## src/rtl/urxf_pkg.sv

```systemverilog
// Shared types and constants for the UART receive FIFO with parity filter.
// Used by uart_rx_fifo_parity_filter_top; depends on nothing else.
`timescale 1ns / 1ps

package urxf_pkg;

	// FIFO geometry: depth must be a power of two
	localparam int FIFO_DEPTH = 16;
	localparam int ADDR_W     = $clog2(FIFO_DEPTH);
	localparam int PTR_W      = ADDR_W + 1;

	// Configuration port geometry
	localparam int CFG_INDEX_W = 2;
	localparam int CFG_DATA_W  = 1;

	// Configuration register indexes
	typedef enum logic [CFG_INDEX_W-1:0] {
		CFG_ENABLE        = 2'd0,
		CFG_PARITY_ENABLE = 2'd1,
		CFG_PARITY_ODD    = 2'd2
	} cfg_index_t;

	// Item operation codes
	typedef enum logic {
		OP_RECEIVE = 1'b0,
		OP_READ    = 1'b1
	} op_t;

	// Result status codes
	typedef enum logic [2:0] {
		ST_OK       = 3'd0,
		ST_EMPTY    = 3'd1,
		ST_DISABLED = 3'd2,
		ST_PARITY   = 3'd3,
		ST_FULL     = 3'd4
	} status_t;

	// One input beat
	typedef struct packed {
		logic       op;
		logic [7:0] rx_byte;
		logic       rx_parity_bit;
	} in_item_t;

	// One result beat
	typedef struct packed {
		logic [7:0] read_data;
		logic [2:0] status;
		logic       overflow;
		logic [4:0] fill_level;
	} out_item_t;

endpackage

```

## src/rtl/uart_rx_fifo_parity_filter_top.sv

```systemverilog
// Top level of the UART receive FIFO with parity filter.
// Depends on urxf_pkg for item types, status codes and FIFO geometry.
`timescale 1ns / 1ps

// Receive-side byte FIFO of a UART, 16 entries deep. A receive beat (op 0)
// pushes its byte when the block is enabled and the FIFO has room; with
// parity checking on, a byte whose parity bit does not match even or odd
// parity over all 8 data bits is dropped. A receive into a full FIFO sets a
// sticky overflow flag that only reset clears. A read beat (op 1) pops the
// oldest byte or reports empty; while disabled, both are refused. Every
// input beat yields exactly one result beat carrying data, status, the
// overflow flag and the fill level after the beat. A beat is registered on
// entry, processed against the FIFO from that input stage and lands in the
// result register; one beat is accepted per cycle while the result side
// keeps up, and the result register frees the input side whenever its beat is taken.
// Configuration writes take effect at once, so write them only while no
// beat is in flight.
module uart_rx_fifo_parity_filter_top (
	input  logic                                clk,
	input  logic                                arst_n,
	// input channel
	input  logic                                item_valid,
	output logic                                item_stall,
	input  urxf_pkg::in_item_t                  item,
	// result channel
	output logic                                result_valid,
	input  logic                                result_stall,
	output urxf_pkg::out_item_t                 result,
	// configuration write port
	input  logic                                cfg_we,
	input  logic [urxf_pkg::CFG_INDEX_W-1:0]    cfg_index,
	input  logic [urxf_pkg::CFG_DATA_W-1:0]     cfg_wdata
);

	// configuration registers
	logic enable_q;
	logic parity_enable_q;
	logic parity_odd_q;

	// FIFO state
	logic [7:0]                   mem_q [urxf_pkg::FIFO_DEPTH];
	logic [urxf_pkg::PTR_W-1:0]   wr_ptr_q;
	logic [urxf_pkg::PTR_W-1:0]   rd_ptr_q;
	logic                         overflow_q;

	// input stage
	logic                         valid_s1;
	urxf_pkg::in_item_t           item_s1;

	// result register
	logic                         out_valid_q;
	urxf_pkg::out_item_t          out_q;

	// processing logic
	logic                         advance;
	logic [urxf_pkg::PTR_W-1:0]   fill;
	logic                         full;
	logic                         empty;
	logic                         parity_ok;
	logic                         do_push;
	logic                         do_pop;
	logic                         set_overflow;
	urxf_pkg::status_t            status;
	logic [7:0]                   read_data;
	logic [urxf_pkg::PTR_W-1:0]   fill_next;

	// the stage advances when the result register is free or being taken
	assign advance    = !out_valid_q || !result_stall;
	assign item_stall = valid_s1 && !advance;

	// write configuration registers
	always_ff @(posedge clk or negedge arst_n) begin
		if (!arst_n) begin
			enable_q        <= 1'b1;
			parity_enable_q <= 1'b0;
			parity_odd_q    <= 1'b0;
		end else if (cfg_we) begin
			case (cfg_index)
				urxf_pkg::CFG_ENABLE:        enable_q        <= cfg_wdata[0];
				urxf_pkg::CFG_PARITY_ENABLE: parity_enable_q <= cfg_wdata[0];
				urxf_pkg::CFG_PARITY_ODD:    parity_odd_q    <= cfg_wdata[0];
				default: ;
			endcase
		end
	end

	// capture an input beat whenever the stage is empty or moving on
	always_ff @(posedge clk or negedge arst_n) begin
		if (!arst_n) begin
			valid_s1 <= 1'b0;
		end else if (!item_stall) begin
			valid_s1 <= item_valid;
		end
	end

	always_ff @(posedge clk) begin
		if (item_valid && !item_stall) begin
			item_s1 <= item;
		end
	end

	// decide push, pop and status for the staged beat
	assign fill      = wr_ptr_q - rd_ptr_q;
	assign full      = (fill == urxf_pkg::PTR_W'(urxf_pkg::FIFO_DEPTH));
	assign empty     = (fill == '0);
	assign parity_ok = !parity_enable_q ||
		((^item_s1.rx_byte ^ parity_odd_q) == item_s1.rx_parity_bit);

	always_comb begin
		do_push      = 1'b0;
		do_pop       = 1'b0;
		set_overflow = 1'b0;
		status       = urxf_pkg::ST_OK;
		if (!enable_q) begin
			status = urxf_pkg::ST_DISABLED;
		end else if (item_s1.op == urxf_pkg::OP_RECEIVE) begin
			if (full) begin
				set_overflow = 1'b1;
				status       = urxf_pkg::ST_FULL;
			end else if (!parity_ok) begin
				status = urxf_pkg::ST_PARITY;
			end else begin
				do_push = 1'b1;
			end
		end else begin
			if (empty) begin
				status = urxf_pkg::ST_EMPTY;
			end else begin
				do_pop = 1'b1;
			end
		end
	end

	assign read_data = do_pop ? mem_q[rd_ptr_q[urxf_pkg::ADDR_W-1:0]] : 8'd0;
	assign fill_next = fill + urxf_pkg::PTR_W'(do_push) - urxf_pkg::PTR_W'(do_pop);

	// update FIFO pointers and the sticky overflow flag
	always_ff @(posedge clk or negedge arst_n) begin
		if (!arst_n) begin
			wr_ptr_q   <= '0;
			rd_ptr_q   <= '0;
			overflow_q <= 1'b0;
		end else if (valid_s1 && advance) begin
			if (do_push) begin
				wr_ptr_q <= wr_ptr_q + urxf_pkg::PTR_W'(1);
			end
			if (do_pop) begin
				rd_ptr_q <= rd_ptr_q + urxf_pkg::PTR_W'(1);
			end
			if (set_overflow) begin
				overflow_q <= 1'b1;
			end
		end
	end

	// store the pushed byte
	always_ff @(posedge clk) begin
		if (valid_s1 && advance && do_push) begin
			mem_q[wr_ptr_q[urxf_pkg::ADDR_W-1:0]] <= item_s1.rx_byte;
		end
	end

	// hold the result beat until it is taken
	always_ff @(posedge clk or negedge arst_n) begin
		if (!arst_n) begin
			out_valid_q <= 1'b0;
		end else if (advance) begin
			out_valid_q <= valid_s1;
		end
	end

	always_ff @(posedge clk) begin
		if (valid_s1 && advance) begin
			out_q.read_data  <= read_data;
			out_q.status     <= status;
			out_q.overflow   <= overflow_q || set_overflow;
			out_q.fill_level <= 5'(fill_next);
		end
	end

	assign result_valid = out_valid_q;
	assign result       = out_q;

endmodule

```

## config.mk

```make
export PLATFORM = sky130hd
export DESIGN_NAME = uart_rx_fifo_parity_filter_top
export DESIGN_NICKNAME = d
export VERILOG_FILES = /design/src/rtl/urxf_pkg.sv /design/src/rtl/uart_rx_fifo_parity_filter_top.sv
export SDC_FILE = /design/constraint.sdc
export NUM_CORES = 1
export LEC_CHECK = 0
export CORE_MARGIN = 2
export CORE_UTILIZATION = 68
export DETAILED_ROUTE_END_ITERATION = 8
export DONT_BUFFER_PORTS = 1
export PLACE_DENSITY_LB_ADDON = 0.15
export SLEW_MARGIN = 20
export SYNTH_ARGS = -nofsm -noshare
export SYNTH_HDL_FRONTEND = slang
export SYNTH_SLANG_ARGS = --single-unit
```

## constraint.sdc

```tcl
create_clock -name clk -period 12.05 [get_ports clk]
set_input_delay 0.6025 -clock clk [delete_from_list [all_inputs] [get_ports clk]]
set_output_delay 0.6025 -clock clk [all_outputs]
set_load 0.05 [all_outputs]
```

==> key figures <==
Cells and area
  • Area added between synthesis and finish: 11.8%
  • Share of cells above drive strength 1: 20.8%
  • Design Area, Final: 7910 um2
  • Nets: 442
  • Diode count: 0

GRT
  • Vias in the first global route: 3672
  • Gr usage total: a little over a quarter
  • Total gr overflow: 0
  • Largest net degree at the start of global routing: 37
  • Global-route wire length before repair: 21300 um
  • Initial antenna violation count: 0

Power
  • Leakage power figure: between 2 and 3 nW
  • Pwr dens: 250 nW/um2
  • Peak VDD IR: between 0.00015 and 0.0002 V

Synthesis
  • Total number of yosys warnings: 0
  • Yosys reg bits: 171
  • Post-Synthesis Cells: 389
  • Cell Area, Synth: 7080 um2
  • Synth Area per Inst: 18.2 um2
  • Seq/Total Area, Yosys: a little under three quarters
  • Top cells by area, synth: edfxtp_1 (66%), mux4_2 (10%), dfrtp_1 (5.3%)
  • Post-synth top area share: 65.8%
  • Cell variety after synth: 42
  • Syn Nets: 424
  • Top cell type by total area after synthesis: edfxtp_1

Clock tree
  • TritonCTS clock tree: done
  • CTS sink cnt: 171
  • CTS clk-pin slew, worst paths: 0.07 ns
  • Clk root buf: clkbuf_8
  • Worst skew pair latency: 0.53 ns
  • CTS max path bufs: 2
  • CTS resizes: 0
  • # H-tree levels: 4
  • Num CTS Buffers: 17

Setup path
  • Critical path class: flop to flop
  • Critical Path AT: 5.11 ns
  • WP data required: 12.32 ns
  • Startpoint Class: flop
  • Crit-path max FO: 20
  • Crit. End Element: flop

Place
  • IO Port Bufs: 0
  • GPL Wtd Cong: ~0.89
  • DPL Wire Length: around 8600 um
  • Area of placed instances: 7270 um2

STA
  • Fin Clk Skew: 0.0109 ns
  • Fmax: about 0.21 GHz
  • Hold Vio Cnt, Final: 0
  • Crit share post-route: 40.2%
  • Fin. max-slew vios: 0
  • Relative slew slack: 38.0%
  • Fin Hold WS: 0.164 ns
  • Post-layout min period: 4.84 ns
  • Actual slew at the worst max-slew pin: 0.930 ns
  • Setup TNS: 0 ns
  • Unrepaired setup endpoints after global routing: false
  • Setup Viol. Count Final: 0

Routing
  • DR pass1 iterations: 7
  • WL per Instance: 24.9 um
  • Via count: 3513
  • Vias per inst: 6.34
  • Final WL: 13800 um
  • Final ANT Viol Nets: 0
  • Starting DRT DRC Count: slightly above 300
  • Drt drc: 0

Flow run
  • Number of max-cap violations: 0

Floorplanning
  • CORE AREA: 10200 um2
  • Die ar.: 11200 um2
  • Die span in y: 106 um
  • Starting density of the core: 69.2%
  • Die X: 106 um
  • IO Pins: 37
  • Row count: 37

Outcome
  • Status: completed

Hold path
  • Hold Crit Class: primary input to flop
## state kept, by name (all words and copies together) (netlist names), 5 cells and up
name      count
rd_ptr_q      5
mem_q       128
wr_ptr_q      5
item_s1      10
result       17
## per-stage QoR
| stage | worst slack, ns | std cells | total power (W) | utilization [%] |
|---|---|---|---|---|
| 6_report | 7.21 | 554 | 0.00198 | 77.3 |
| 5_1_grt | 6.94 | 554 | 0.00207 | 77.3 |
| 4_1_cts | 7.23 | 554 | 0.00198 | 77.2 |
| 3_5_place_dp | 7.29 | 523 | 0.00141 | 71.1 |
| 3_3_place_gp | 7.43 | 523 | 0.00138 | 71.1 |
| 2_1_floorplan | 7.92 | 389 | 0.00127 | - |
## path summary, 6_finish.rpt
kind / from / end / slack [ns] / depth (start not counted)
worst max-delay path: rd_ptr_q[2]$_DFFE_PN0P_ / result[4]$_DFFE_PP_ / 7.21 / 20
max in group asynchronous: arst_n / rd_ptr_q[0]$_DFFE_PN0P_ / 10.90 / 1
worst min register to register: overflow_q$_DFFE_PN0P_ / overflow_q$_DFFE_PN0P_ / 0.46 / 1
min in group asynchronous: arst_n / result_valid$_DFFE_PN0N_ / 0.60 / 1
worst max register to register: rd_ptr_q[2]$_DFFE_PN0P_ / result[4]$_DFFE_PP_ / 7.21 / 20
worst min-delay path: item[9] / item_s1[9]$_DFFE_PP_ / 0.16 / 0
## logic make-up (layout without fill, tap and decap cells)
kind of cell             Yosys count  after routing  share of synthesized area (%)
adder cells (fa/ha/maj)           17             17                           3.22
buffers and inverters             36             65                           2.10
AO/OA/AOI/OAI                     20             20                           2.03
AND/OR/NAND/NOR                   76             76                           5.75
multiplexers                      45             45                           12.2
flip-flops                       171            171                           71.5
XOR/XNOR                          24             24                           3.27
## cell type report
cell class,count,area (um2)
Multi-Input combinational cell,182,1890
Clock inverter,11,194
Sequential cell,171,5060
Timing Repair Buffer,13,100
Fill cell,535,2320
Clock buffer,19,422
Inverter,22,82.6
Tap cell,136,170
## repair_timing
| item | CTS | global route |
|---|---|---|
| hold buffers | 1 | 0 |
| hold endpoints to repair | 16 | 0 |
| buffers inserted | 0 | 0 |
## power breakdown
part	internal, W	total [W]	switching [W]
logic	0.000265	0.000579	0.000313
clock network	0.000356	0.000569	0.000213
registers	0.000719	0.000831	0.000112
## per-layer routing
metal | track usage (%) | wire length, um | vias up
met5 | 0.952 | 0 | -
met4 | 10.2 | 281 | 0
met3 | 5.46 | 705 | 24
met2 | 43.8 | 7200 | 141
met1 | 37.1 | 5620 | 1803
li1 | - | - | 1545
## cell usage after synthesis (all sizes together)
| library cell | instances |
|---|---|
| a211oi | 8 |
| a21bo | 1 |
| a21o | 4 |
| a21oi | 5 |
| and2 | 2 |
| and3 | 10 |
| and4 | 1 |
| and4b | 2 |
| buf | 6 |
| clkbuf | 8 |
| clkinv | 2 |
| dfrtp | 15 |
| dfstp | 1 |
| edfxtp | 155 |
| fa | 2 |
| ha | 15 |
| inv | 20 |
| mux2 | 5 |
| mux2i | 8 |
| mux4 | 32 |
| nand2 | 24 |
| nand2b | 3 |
| nand3 | 7 |
| nand3b | 3 |
| nand4 | 1 |
| nor2 | 6 |
| nor2b | 1 |
| nor3 | 7 |
| nor3b | 2 |
| nor4 | 4 |
| nor4b | 2 |
| o211a | 1 |
| o311ai | 1 |
| or2 | 1 |
| xnor2 | 17 |
| xnor3 | 1 |
| xor2 | 6 |
## critical path, stage by stage, from the launching register on
cell      delay (ns)
dfrtp_1         0.95
inv_2           0.31
ha_1            0.42
a21oi_1         0.17
xor2_1          0.30
ha_1            0.21
nand2_1         0.07
o311ai_1        0.26
buf_4           0.23
inv_1           0.10
ha_1            0.31
inv_1           0.06
ha_1            0.16
inv_1           0.06
fa_1            0.40
inv_1           0.08
a21oi_1         0.06
nor2_1          0.09
nor2_1          0.05
xnor2_1         0.13
xor2_1          0.15
## layout by cell type (no fill, tap or decap), types with 4 or more instances in the layout
cell	instances
a211oi_1	8
a21o_1	4
a21oi_1	5
and3_1	10
buf_4	12
bufinv_16	5
clkbuf_16	16
dfrtp_1	14
edfxtp_1	155
ha_1	15
inv_1	19
mux2_2	4
mux2i_1	8
mux4_2	32
nand2_1	23
nand3_1	7
nor2_1	6
nor3_1	4
nor4_1	4
xnor2_1	16
xor2_1	6
Power figures use the tool's default switching activity.
